==> src/shs_pkg.sv <==
// ---------------------------------------------------------------------------
// shs_pkg - shared types and constants
// Data width, queue depth and the queue entry type used between the front
// and the back of the shell sort block.
// ---------------------------------------------------------------------------
`default_nettype none

package shs_pkg;

    localparam int DATA_W      = 32;
    localparam int QUEUE_DEPTH = 4;

    // One loaded element plus its end-of-set mark
    typedef struct packed {
        logic signed [DATA_W-1:0] value;
        logic                     done;
    } qitem_t;

endpackage : shs_pkg

`default_nettype wire

==> src/shs_if.sv <==
// ---------------------------------------------------------------------------
// shs_in_if / shs_out_if - valid/ready channels
// Input channel carries one element, output channel one sorted element.
// ---------------------------------------------------------------------------
`default_nettype none

interface shs_in_if;
    logic                                valid;
    logic                                ready;
    logic signed [shs_pkg::DATA_W-1:0]   in_value;
    logic                                in_last;

    modport source (output valid, output in_value, output in_last, input ready);
    modport sink   (input valid, input in_value, input in_last, output ready);
endinterface : shs_in_if

interface shs_out_if;
    logic                                valid;
    logic                                ready;
    logic signed [shs_pkg::DATA_W-1:0]   out_value;
    logic                                out_last;

    modport source (output valid, output out_value, output out_last, input ready);
    modport sink   (input valid, input out_value, input out_last, output ready);
endinterface : shs_out_if

`default_nettype wire

==> src/shs_front.sv <==
// ---------------------------------------------------------------------------
// shs_front - input acceptance and set classification
// Counts the elements of the current set and marks the element that ends it:
// the one flagged last, or the one that fills the store.
// ---------------------------------------------------------------------------
`default_nettype none

module shs_front #(
    parameter int MAX_ELEMENTS = 64
) (
    input  logic             clk,
    input  logic             rst_n,
    shs_in_if.sink           item,
    output logic             push_valid,
    input  logic             push_ready,
    output shs_pkg::qitem_t  push_data
);

    localparam int IW = (MAX_ELEMENTS > 1) ? $clog2(MAX_ELEMENTS) : 1;

    logic [IW-1:0] cnt_reg;
    logic [IW-1:0] cnt_next;
    logic          done;
    logic          take;

    assign done = item.in_last || (cnt_reg == IW'(MAX_ELEMENTS - 1));
    assign take = item.valid && push_ready;

    assign item.ready       = push_ready;
    assign push_valid       = item.valid;
    assign push_data.value  = item.in_value;
    assign push_data.done   = done;

    always_comb
    begin
        cnt_next = cnt_reg;
        if (take)
        begin
            cnt_next = done ? '0 : cnt_reg + 1'b1;
        end
    end

    always_ff @(posedge clk or negedge rst_n)
    begin
        if (!rst_n)
        begin
            cnt_reg <= '0;
        end
        else
        begin
            cnt_reg <= cnt_next;
        end
    end

endmodule : shs_front

`default_nettype wire

==> src/shs_queue.sv <==
// ---------------------------------------------------------------------------
// shs_queue - short FIFO between front and back
// Lets the front keep taking elements while the back sorts or emits.
// ---------------------------------------------------------------------------
`default_nettype none

module shs_queue (
    input  logic             clk,
    input  logic             rst_n,
    input  logic             push_valid,
    output logic             push_ready,
    input  shs_pkg::qitem_t  push_data,
    output logic             pop_valid,
    input  logic             pop_ready,
    output shs_pkg::qitem_t  pop_data
);

    localparam int DEPTH = shs_pkg::QUEUE_DEPTH;
    localparam int PW    = $clog2(DEPTH);
    localparam int CW    = $clog2(DEPTH + 1);

    shs_pkg::qitem_t slot_reg [DEPTH];
    logic [PW-1:0]   wr_ptr_reg;
    logic [PW-1:0]   wr_ptr_next;
    logic [PW-1:0]   rd_ptr_reg;
    logic [PW-1:0]   rd_ptr_next;
    logic [CW-1:0]   count_reg;
    logic [CW-1:0]   count_next;
    logic            push;
    logic            pop;

    assign push_ready = (count_reg != CW'(DEPTH));
    assign pop_valid  = (count_reg != '0);
    assign pop_data   = slot_reg[rd_ptr_reg];
    assign push       = push_valid && push_ready;
    assign pop        = pop_valid && pop_ready;

    always_comb
    begin
        wr_ptr_next = push ? wr_ptr_reg + 1'b1 : wr_ptr_reg;
        rd_ptr_next = pop ? rd_ptr_reg + 1'b1 : rd_ptr_reg;
        count_next  = count_reg;
        if (push && !pop)
        begin
            count_next = count_reg + 1'b1;
        end
        else if (pop && !push)
        begin
            count_next = count_reg - 1'b1;
        end
    end

    always_ff @(posedge clk)
    begin
        if (push)
        begin
            slot_reg[wr_ptr_reg] <= push_data;
        end
    end

    always_ff @(posedge clk or negedge rst_n)
    begin
        if (!rst_n)
        begin
            wr_ptr_reg <= '0;
            rd_ptr_reg <= '0;
            count_reg  <= '0;
        end
        else
        begin
            wr_ptr_reg <= wr_ptr_next;
            rd_ptr_reg <= rd_ptr_next;
            count_reg  <= count_next;
        end
    end

endmodule : shs_queue

`default_nettype wire

==> src/shs_back.sv <==
// ---------------------------------------------------------------------------
// shs_back - element store, shell sort sequencer and result stage
// Loads a set from the queue into a store with one read and one write port,
// sorts it in place with halving gaps and gapped insertion, then reads it
// out in order.
// ---------------------------------------------------------------------------
`default_nettype none

module shs_back #(
    parameter int MAX_ELEMENTS = 64
) (
    input  logic             clk,
    input  logic             rst_n,
    input  logic             pop_valid,
    output logic             pop_ready,
    input  shs_pkg::qitem_t  pop_data,
    shs_out_if.source        result
);

    localparam int DW = shs_pkg::DATA_W;
    localparam int IW = (MAX_ELEMENTS > 1) ? $clog2(MAX_ELEMENTS) : 1;
    localparam int CW = $clog2(MAX_ELEMENTS + 1);

    typedef enum logic [7:0] {
        ST_LOAD    = 8'b0000_0001,
        ST_GAP     = 8'b0000_0010,
        ST_KEY_RD  = 8'b0000_0100,
        ST_KEY_CAP = 8'b0000_1000,
        ST_CMP     = 8'b0001_0000,
        ST_PUT     = 8'b0010_0000,
        ST_OUT_RD  = 8'b0100_0000,
        ST_OUT     = 8'b1000_0000
    } state_t;

    state_t               state_reg;
    state_t               state_next;
    logic [CW-1:0]        n_reg;
    logic [CW-1:0]        n_next;
    logic [IW-1:0]        gap_reg;
    logic [IW-1:0]        gap_next;
    logic [IW-1:0]        pos_reg;
    logic [IW-1:0]        pos_next;
    logic [IW-1:0]        p_reg;
    logic [IW-1:0]        p_next;
    logic [IW-1:0]        idx_reg;
    logic [IW-1:0]        idx_next;
    logic signed [DW-1:0] key_reg;
    logic signed [DW-1:0] key_next;

    logic [DW-1:0]        store_reg [MAX_ELEMENTS];
    logic signed [DW-1:0] rd_data_reg;
    logic [IW-1:0]        rd_addr;
    logic                 we;
    logic [IW-1:0]        wa;
    logic [DW-1:0]        wd;

    logic [CW-1:0]        pos_inc;
    logic [IW-1:0]        gap_half;
    logic [IW-1:0]        p_dn;
    logic                 less;
    logic                 is_last;
    logic                 out_take;

    assign pos_inc  = CW'(pos_reg) + 1'b1;
    assign gap_half = gap_reg >> 1;
    assign p_dn     = p_reg - gap_reg;
    assign less     = key_reg < rd_data_reg;
    assign is_last  = (CW'(idx_reg) + 1'b1) == n_reg;
    assign out_take = (state_reg == ST_OUT) && result.ready;

    assign pop_ready        = (state_reg == ST_LOAD);
    assign result.valid     = (state_reg == ST_OUT);
    assign result.out_value = rd_data_reg;
    assign result.out_last  = is_last;

    always_comb
    begin
        state_next = state_reg;
        n_next     = n_reg;
        gap_next   = gap_reg;
        pos_next   = pos_reg;
        p_next     = p_reg;
        idx_next   = idx_reg;
        key_next   = key_reg;
        rd_addr    = pos_reg;
        we         = 1'b0;
        wa         = p_reg;
        wd         = key_reg;

        case (state_reg)
            ST_LOAD:
            begin
                if (pop_valid)
                begin
                    we     = 1'b1;
                    wa     = n_reg[IW-1:0];
                    wd     = pop_data.value;
                    n_next = n_reg + 1'b1;
                    if (pop_data.done)
                    begin
                        state_next = ST_GAP;
                    end
                end
            end

            ST_GAP:
            begin
                gap_next = IW'(n_reg >> 1);
                pos_next = IW'(n_reg >> 1);
                idx_next = '0;
                state_next = ((n_reg >> 1) == '0) ? ST_OUT_RD : ST_KEY_RD;
            end

            ST_KEY_RD:
            begin
                rd_addr    = pos_reg;
                state_next = ST_KEY_CAP;
            end

            ST_KEY_CAP:
            begin
                key_next   = rd_data_reg;
                p_next     = pos_reg;
                rd_addr    = pos_reg - gap_reg;
                state_next = ST_CMP;
            end

            ST_CMP:
            begin
                we = 1'b1;
                wa = p_reg;
                if (less)
                begin
                    // shift the larger element up one gap and keep walking down
                    wd     = rd_data_reg;
                    p_next = p_dn;
                    if (p_dn >= gap_reg)
                    begin
                        rd_addr    = p_dn - gap_reg;
                        state_next = ST_CMP;
                    end
                    else
                    begin
                        state_next = ST_PUT;
                    end
                end
                else
                begin
                    wd = key_reg;
                end
            end

            ST_PUT:
            begin
                we = 1'b1;
                wa = p_reg;
                wd = key_reg;
            end

            ST_OUT_RD:
            begin
                rd_addr    = idx_reg;
                state_next = ST_OUT;
            end

            ST_OUT:
            begin
                rd_addr = idx_reg;
                if (result.ready)
                begin
                    // fetch the next element so it is ready on the following cycle
                    rd_addr  = idx_reg + 1'b1;
                    idx_next = idx_reg + 1'b1;
                    if (is_last)
                    begin
                        n_next     = '0;
                        state_next = ST_LOAD;
                    end
                end
            end

            default:
            begin
                state_next = ST_LOAD;
            end
        endcase

        // advance to the next insertion position, halving the gap at the end of a pass
        if ((state_reg == ST_PUT) || ((state_reg == ST_CMP) && !less))
        begin
            if (pos_inc == n_reg)
            begin
                gap_next = gap_half;
                pos_next = gap_half;
                state_next = (gap_half == '0) ? ST_OUT_RD : ST_KEY_RD;
            end
            else
            begin
                pos_next   = pos_inc[IW-1:0];
                state_next = ST_KEY_RD;
            end
        end
    end

    always_ff @(posedge clk)
    begin
        if (we)
        begin
            store_reg[wa] <= wd;
        end
        rd_data_reg <= store_reg[rd_addr];
    end

    always_ff @(posedge clk or negedge rst_n)
    begin
        if (!rst_n)
        begin
            state_reg <= ST_LOAD;
            n_reg     <= '0;
            gap_reg   <= '0;
            pos_reg   <= '0;
            p_reg     <= '0;
            idx_reg   <= '0;
        end
        else
        begin
            state_reg <= state_next;
            n_reg     <= n_next;
            gap_reg   <= gap_next;
            pos_reg   <= pos_next;
            p_reg     <= p_next;
            idx_reg   <= idx_next;
        end
    end

    always_ff @(posedge clk)
    begin
        key_reg <= key_next;
    end

endmodule : shs_back

`default_nettype wire

==> src/shell_sort_halving_gaps_top.sv <==
// ---------------------------------------------------------------------------
// shell_sort_halving_gaps_top - shell sort of signed 32-bit sets
// Loads a set, sorts it ascending with halving gaps, emits it in order.
// ---------------------------------------------------------------------------
// A set is the run of elements up to the one flagged in_last, or up to the
// element that fills the MAX_ELEMENTS store. The front accepts one element
// per cycle into a 4-entry queue, so it keeps taking elements while the back
// is busy until the queue is full. The back moves one element per cycle from
// the queue into its store (one read and one write port) while the queue
// holds one, picks the first gap, then sorts in place: each insertion
// position fetches the key, fetches its neighbor one gap down and compares,
// plus one compare step per element shifted up. With n a power of two there
// are n*log2(n) - n + 1 positions. Readout fetches the first element, then
// gives one sorted element per cycle while result.ready holds, out_last on
// the final one; the back takes the next set the cycle after the final
// element is accepted. The compare-and-shift walk of the sort sets the time
// per item. No clearing pass is needed after reset.
`default_nettype none

module shell_sort_halving_gaps_top #(
    parameter int MAX_ELEMENTS = 64
) (
    input  logic        clk,
    input  logic        rst_n,
    shs_in_if.sink      item,
    shs_out_if.source   result
);

    logic             push_valid;
    logic             push_ready;
    shs_pkg::qitem_t  push_data;
    logic             pop_valid;
    logic             pop_ready;
    shs_pkg::qitem_t  pop_data;

    shs_front #(
        .MAX_ELEMENTS (MAX_ELEMENTS)
    ) u_front (
        .clk        (clk),
        .rst_n      (rst_n),
        .item       (item),
        .push_valid (push_valid),
        .push_ready (push_ready),
        .push_data  (push_data)
    );

    shs_queue u_queue (
        .clk        (clk),
        .rst_n      (rst_n),
        .push_valid (push_valid),
        .push_ready (push_ready),
        .push_data  (push_data),
        .pop_valid  (pop_valid),
        .pop_ready  (pop_ready),
        .pop_data   (pop_data)
    );

    shs_back #(
        .MAX_ELEMENTS (MAX_ELEMENTS)
    ) u_back (
        .clk       (clk),
        .rst_n     (rst_n),
        .pop_valid (pop_valid),
        .pop_ready (pop_ready),
        .pop_data  (pop_data),
        .result    (result)
    );

endmodule : shell_sort_halving_gaps_top

`default_nettype wire

==> src/flat_wrapper.sv <==
// flat-port wrapper written by rule: the top's interface ports become plain ports
module shell_sort_halving_gaps_top_flat 
#(
    parameter int MAX_ELEMENTS = 64
)
  (clk, rst_n, item_valid, item_in_value, item_in_last, item_ready, result_valid, result_out_value, result_out_last, result_ready);
  shs_in_if item_i ();
  shs_out_if result_i ();
  input  logic clk;
  input  logic rst_n;
  input wire logic [$bits(item_i.valid)-1:0] item_valid;
  input wire logic [$bits(item_i.in_value)-1:0] item_in_value;
  input wire logic [$bits(item_i.in_last)-1:0] item_in_last;
  output wire logic [$bits(item_i.ready)-1:0] item_ready;
  output wire logic [$bits(result_i.valid)-1:0] result_valid;
  output wire logic [$bits(result_i.out_value)-1:0] result_out_value;
  output wire logic [$bits(result_i.out_last)-1:0] result_out_last;
  input wire logic [$bits(result_i.ready)-1:0] result_ready;
  assign item_i.valid = item_valid;
  assign item_i.in_value = item_in_value;
  assign item_i.in_last = item_in_last;
  assign item_ready = item_i.ready;
  assign result_valid = result_i.valid;
  assign result_out_value = result_i.out_value;
  assign result_out_last = result_i.out_last;
  assign result_i.ready = result_ready;
  shell_sort_halving_gaps_top #(.MAX_ELEMENTS(MAX_ELEMENTS)) u_core (.clk(clk), .rst_n(rst_n), .item(item_i), .result(result_i));
endmodule
==> config.mk <==
export PLATFORM = sky130hd
export DESIGN_NAME = shell_sort_halving_gaps_top_flat
export DESIGN_NICKNAME = d
export VERILOG_FILES = /design/src/shs_pkg.sv /design/src/shs_if.sv /design/src/shs_front.sv /design/src/shs_queue.sv /design/src/shs_back.sv /design/src/shell_sort_halving_gaps_top.sv /design/src/flat_wrapper.sv
export SDC_FILE = /design/constraint.sdc
export NUM_CORES = 2
export LEC_CHECK = 0
export ABC_AREA = 1
export ABC_CLOCK_PERIOD_IN_PS = 5400
export BUFFER_PORTS_ARGS = -buffer_cell sky130_fd_sc_hd__buf_2
export CELL_PAD_IN_SITES_DETAIL_PLACEMENT = 1
export CELL_PAD_IN_SITES_GLOBAL_PLACEMENT = 2
export CORE_ASPECT_RATIO = 1.4
export CORE_MARGIN = 8
export CORE_UTILIZATION = 43
export CTS_CLUSTER_DIAMETER = 200
export DETAILED_ROUTE_END_ITERATION = 7
export PLACE_DENSITY_LB_ADDON = 0.15
export SLEW_MARGIN = 0
export SYNTH_ARGS = -nofsm -noshare
export SYNTH_HDL_FRONTEND = slang
export SYNTH_SLANG_ARGS = --single-unit
export TNS_END_PERCENT = 20
==> constraint.sdc <==
create_clock -name clk -period 5.4 [get_ports clk]
set_clock_uncertainty 0.2 [all_clocks]
set_input_delay 0.54 -clock clk [delete_from_list [all_inputs] [get_ports clk]]
set_output_delay 0.54 -clock clk [all_outputs]
set_load 0.05 [all_outputs]
# After elaboration in Yosys (flattened, before gate mapping)
# Memories as Yosys holds them, arrays and structs flattened. A register that Yosys moved wholly into a read port is not among the register bits.
# Index checks and enable logic that the tools add are counted.
# word_totals
inputBits	37
romBits	0
latchBits	0
output_inout_bits	35
ram_bits	2180
word_cells	113
mem_count	2
reg_bits	84
# classes
n_bitwise	0
n_div	0
n_addsub	12
n_eq_ne	22
mux	42
mul	0
magnitude_cmp	2
reduce_logical	22
n_shift	0
# mem_list
memory	words	word_bits	read_ports	rd_ports_with_merged_regs	wr	line_no	text
u_core.u_back.store_reg	64	32	1	1	1	shs_back.sv:50	logic [DW-1:0] store_reg [MAX_ELEMENTS];
u_core.u_queue.slot_reg	4	33	1	0	1	shs_queue.sv:22	shs_pkg::qitem_t slot_reg [DEPTH];
# op_table
operator	count
6-bit two-way mux	14
32-bit two-way mux	2
32-bit case mux with 2 select lines	1
8-bit case mux with 8 select lines	1
8-bit two-way mux	6
7-bit two-way mux	6
32-bit < comparator	1
6-bit case mux with 2 select lines	2
6-bit case mux with 4 select lines	1
6-bit subtractor	3
6-bit by 1-bit adder with 7-bit output (second input constant)	2
7-bit == test	2
7-bit case mux with 2 select lines	1
6-bit by 1-bit adder with 6-bit output (second input constant)	2
2-bit nonzero test	5
8-bit by 1-bit == test with 1-bit output (second input constant)	1
8-bit by 2-bit == test with 1-bit output (second input constant)	1
8-bit by 3-bit == test with 1-bit output (second input constant)	1
8-bit by 4-bit == test with 1-bit output (second input constant)	1
8-bit by 5-bit == test with 1-bit output (second input constant)	1
8-bit by 6-bit == test with 1-bit output (second input constant)	1
8-bit by 7-bit == test with 1-bit output (second input constant)	1
8-bit == test (second input constant)	1
7-bit by 1-bit adder with 7-bit output (second input constant)	1
other kinds (23)	42

# Longest topological paths before layout
# logic_depth
word_depth	6
ltp_mapped	32
depth_no_buf	30

# Hierarchy
# A second synthesis with hierarchy kept.
# unflattened
cells_unflattened	8184
hier_area_um2	96432.5
# modules_own_cells
module	seq_area_each_um2	cells_each	area_each_um2	instances
shs_back	64077.7	7659	90139.0	1
shs_queue	4139.0	444	5679.2	1
shs_front	150.1	81	614.3	1

# Worst setup path after synthesis
# OpenSTA, ideal clock, no wires.
# synth_path
path_type	register to register
from	register u_core.u_back.rd_data_reg[31], in the netlist u_core.u_back.result.out_value[31], read port of u_core.u_back.store_reg
to	memory u_core.u_back.store_reg[0][0] (netlist bit), data pin
path_slack_ns	0.566
path_buffers	1
setup_time_ns	0.542
required_ns	4.658
arrival_time_ns	4.092
stages_incl_launch_ff	14
cell_sequence	dfxtp_1 > inv_1 > ha_1 > nand2_1 > nor2_1 > nand3_1 > nor2_1 > nand2_1 > nand2_2 > nand2_2 > nand2_1 > clkbuf_1 > o21ai_0 > o211ai_1
# synth_via
elab_chain_cells	3
# synth_rtl
item	line_no	text
from (decl)	shs_back.sv:51	logic signed [DW-1:0] rd_data_reg;
32-bit < comparator	shs_back.sv:67	assign less = key_reg < rd_data_reg;
32-bit two-way mux	shs_back.sv:132	if (less)
32-bit case mux with 2 select lines	shs_back.sv:90	case (state_reg)
net u_core.u_back.wd[0]	shs_back.sv:55	logic [DW-1:0] wd;
to (decl)	shs_back.sv:50	
# The timed path passes the listed nets, and every way through them passes these cells.

# Worst setup path in the final report
# layout_path
from	register u_core.u_back.gap_reg[2]
to	register u_core.u_back.rd_data_reg[5], in the netlist u_core.u_back.result.out_value[5], read port of u_core.u_back.store_reg
# layout_via
elab_chain_cells	5
# layout_rtl
item	line_no	text
from (decl)	shs_back.sv:39	logic [IW-1:0] gap_reg;
from (signal assigned)	shs_back.sv:229	gap_reg <= gap_next;
6-bit subtractor	shs_back.sv:66	assign p_dn = p_reg - gap_reg;
6-bit subtractor / 6-bit greater-or-equal comparator (equally long branches)	shs_back.sv:139, shs_back.sv:137	
6-bit two-way mux	shs_back.sv:137	if (p_dn >= gap_reg)
6-bit two-way mux	shs_back.sv:132	
6-bit case mux with 4 select lines (*)	shs_back.sv:90	
# Mark *: on every way between the ends. The rest lies on a longest branch, timed or not.
# A chain may end at the register's enable or synchronous reset.

==> run_results.csv <==
group,metric,value,unit
run_status,status,"complete, no violations",
logic_synthesis,ys_warn_count,0,
global_routing,antenna_found_initial,7,
global_routing,grt_start_max_net_pins,157,
finish,post-route-util,49.37,%
die,placeableCoreArea,0.2360,mm^2
global_routing,global_route_wire_length_before_repair,494000,um
die,dieArea,0.2532,mm^2
clock_tree,cts_max_path_buffers,4,
logic_synthesis,synth_area_leaders,"sky130_fd_sc_hd__edfxtp_1 65%, sky130_fd_sc_hd__nand3_1 11%, sky130_fd_sc_hd__nand2_1 6.0%, sky130_fd_sc_hd__inv_1 5.2%, sky130_fd_sc_hd__nand3b_1 4.7%",
timing,worst_slew_margin_rel,25.26,%
timing,slew_violations,0,
timing,post-route-min-period,5.186,ns
clock_tree,clock_tree_from_tritoncts,"done",
setup_path,worst_path_top_cell_family_by_delay,"simple AND/OR/NAND/NOR gates",
power,worst_ir_drop_vdd,0.0004196,V
setup_path,ws_path_type,"reg -> reg",
routing,drt-vias-per-instance,5.602,
setup_path,worst_path_max_delay_cell,"sky130_fd_sc_hd__dfrtp_1",
logic_synthesis,synth_sequential_area_ratio,67.06,%
place,post-dp-hpwl,200900,um
routing,detailedRoute.firstPassIterationCount,5,
clock_tree,cts_inserted_buffers,232,
timing,final_sum_of_negative_setup_slack,0,ns
logic_synthesis,synth_enable_flop_cells,2212,
logic_synthesis,netlist_area,0.1020,mm^2
routing,sum_of_routed_wire_segments_on_met1,137800,um
timing,tightestPinTransition,1.109,ns
routing,met3_wirelength,15740,um
place,gpl_wtd_cong,0.8356,
timing,hold_slack,0.1566,ns
finish,nNetsFinal,9619,
setup_path,critical_path.n_buffers_inverters,5,
timing,grt_setup_unrepaired,"true",
logic_synthesis,synthFlopType,"sky130_fd_sc_hd__edfxtp_1",
timing,final_min_period_over_clock_period,96.04,%
finish,layoutNonFillerInstCount,12800,
logic_synthesis,postSynthRegisterBits,2296,
routing,post-route-drc-count,0,
finish,layout.filler_cells,24860,
routing,postRouteAntennaNets,0,
setup_path,delay_of_the_slowest_critical_path_stage,0.37,ns
power,total_power_consumption_of_the_routed_design,70.43,mW
logic_synthesis,syn_nets,9460,
routing,routed.top_layer,"met5",
logic_synthesis,yosysUniqueCellTypes,53,
global_routing,first_global_vias,75000,
power,leakage,46.15,nW
hold_path,hold_class,"in -> async",
die,ios,72,
setup_path,critPathArrivalTime,5.73,ns
timing,timing.fmax,192.8,MHz
timing,hold_viol_final,0,
logic_synthesis,synth_most_common_cell,"sky130_fd_sc_hd__edfxtp_1",
setup_path,worstPathMaxFanout,37,
logic_synthesis,synthesis.instances,9363,
die,floorplan.die.width,427.5,um
logic_synthesis,post_synth.cell_area_avg,10.89,um^2
die,initial_core_util,43.20,%
logic_synthesis,async_flop_share,2.265,%
setup_path,cp_data_required_time,5.94,ns
global_routing,overflow,0,
setup_path,timing.critical_path.to_type,"flop",
logic_synthesis,synth_top_cells_by_count,"2212 x sky130_fd_sc_hd__edfxtp_1, 2178 x sky130_fd_sc_hd__nand3_1, 1640 x sky130_fd_sc_hd__nand2_1",
finish,post_route_cells_drive_above_1_share,9.694,%
clock_tree,clock_tree.htree_level_count,4,
finish,area_growth,14.29,%
timing,setup-violations-final,0,
setup_path,worst_setup_path_start_kind,"flop",
clock_tree,cts_sink_cnt,2296,
power,power_density,604.4,mW/mm^2
clock_tree,cts_root_buf,"sky130_fd_sc_hd__clkbuf_16",
die,core.rowCount,211,
finish,largest_register_ffs,2048,
place,io_buffer_count,71,
routing,met2_length,169800,um
routing,final_routed_wire_length_divided_by_cell_count,26.08,um
die,die_height,592.1,um
run,maxCapViolCount,0,
clock_tree,worstSkewPairLatency,0.88,ns
routing,num_vias,71700,
place,numPlacedInstances,12330,
logic_synthesis,synth.largest_area_cell,"sky130_fd_sc_hd__edfxtp_1",
logic_synthesis,yosys.area.top_type_share,65.15,%
routing,drt-total-wl,333700,um
routing,detailedRoute.firstIterationViolations,5583,
global_routing,grt_use_total,25.82,%
clock_tree,clk_pin_slew,0.06,ns
## cells in the final DEF (no fill, tap or decap), types with 10 or more instances in the layout
cell type	count
sky130_fd_sc_hd__a21oi_1	39
sky130_fd_sc_hd__o21ai_0	141
sky130_fd_sc_hd__dfrtp_1	50
sky130_fd_sc_hd__clkinv_1	49
sky130_fd_sc_hd__nor2_4	70
sky130_fd_sc_hd__ha_1	56
sky130_fd_sc_hd__o211ai_1	10
sky130_fd_sc_hd__nand3_1	2136
sky130_fd_sc_hd__bufinv_16	19
sky130_fd_sc_hd__edfxtp_1	2212
sky130_fd_sc_hd__xor2_1	23
sky130_fd_sc_hd__clkbuf_8	14
sky130_fd_sc_hd__nand2_1	1639
sky130_fd_sc_hd__dlygate4sd3_1	36
sky130_fd_sc_hd__o22ai_1	33
sky130_fd_sc_hd__clkbuf_16	238
sky130_fd_sc_hd__nor2_1	132
sky130_fd_sc_hd__buf_12	112
sky130_fd_sc_hd__clkbuf_1	53
sky130_fd_sc_hd__buf_4	273
sky130_fd_sc_hd__buf_2	71
sky130_fd_sc_hd__dfxtp_1	32
sky130_fd_sc_hd__inv_1	1413
sky130_fd_sc_hd__nand3_2	43
sky130_fd_sc_hd__clkinv_2	43
sky130_fd_sc_hd__nand3b_1	642
## path summary, 6_finish.rpt
check	start	endpoint	slack, ns	cells past startpoint
hold / removal	rst_n	u_core.u_front.cnt_reg[3]$_DFFE_PN0P_	0.16	3
setup / recovery	u_core.u_back.gap_reg[2]$_DFF_PN0_	u_core.u_back.result.out_value[5]$_DFF_P_	0.21	29
setup reg to reg	u_core.u_back.gap_reg[2]$_DFF_PN0_	u_core.u_back.result.out_value[5]$_DFF_P_	0.21	29
hold reg to reg	u_core.u_back.state_reg[3]$_DFFE_PN0P_	u_core.u_back.state_reg[3]$_DFFE_PN0P_	0.31	1
min in group clk	item_in_value[13]	u_core.u_queue.slot_reg[2][14]$_DFFE_PP_	0.24	2
max in group asynchronous	rst_n	u_core.u_queue.rd_ptr_reg[0]$_DFFE_PN0P_	4.29	3
## worst min-delay path: stages
cell,delay [ns]
sky130_fd_sc_hd__dlygate4sd3_1,0.52
sky130_fd_sc_hd__buf_2,0.09
sky130_fd_sc_hd__buf_4,0.56
## cell families (layout without fill, tap and decap cells)
group / after synthesis / after routing / synth area share, %
DFF: 2296 / 2296 / 67.06
and+or+nand+nor: 4706 / 4706 / 22.52
other: 0 / 3 / 0
muxes: 1 / 1 / 0.01104
buffers and inverters: 2006 / 2350 / 7.924
AOI/OAI and AO/OA: 263 / 263 / 1.452
adders and majority gates: 60 / 60 / 0.7658
xor gates and xnor gates: 31 / 31 / 0.2663
## area by class of cell
type                       count  area (um^2)  share of cell area (%)
sequential                  2296        68370                   58.67
multi-input combinational   5061        26330                   22.60
clock buffer                 304         6322                   5.426
inverter                    1425         5363                   4.602
timing repair buffer         506         5260                   4.514
tap                         3088         3864                   3.316
clock inverter               115         1008                  0.8654
antenna                        3        7.507                0.006443
## stage by stage
stage / cell area, um^2 / setup slack [ns]
final: 116500 / 0.2139
after global routing: 116500 / -0.08630
after CTS: 116300 / 0.06668
after detailed placement: 108600 / 0.1005
after global placement: 108600 / 0.01557
after floorplan: 102000 / 0.5662
## power by group
| part | switching (mW) | leakage [nW] | internal [mW] |
|---|---|---|---|
| logic | 20.8 | 21.6 | 7.69 |
| registers | 0.947 | 20.9 | 25.0 |
| clock network | 6.90 | 3.60 | 9.08 |
| total | 28.6 | 46.2 | 41.8 |
## layer usage
metal	global-route usage, %	up-vias
li1	-	32220
met4	7.310	4
met5	0	-
met3	2.953	528
met2	46.35	1814
met1	32.97	37140
## what timing repair did
item | 4_1_cts | 5_1_grt
setup endpoints to repair | 0 | 24
hold endpoints to repair | 186 | 0
hold buffers | 36 | 0
gates resized for setup | 0 | 26
buffers inserted | 0 | 5
(Power assumes the default switching activity.)
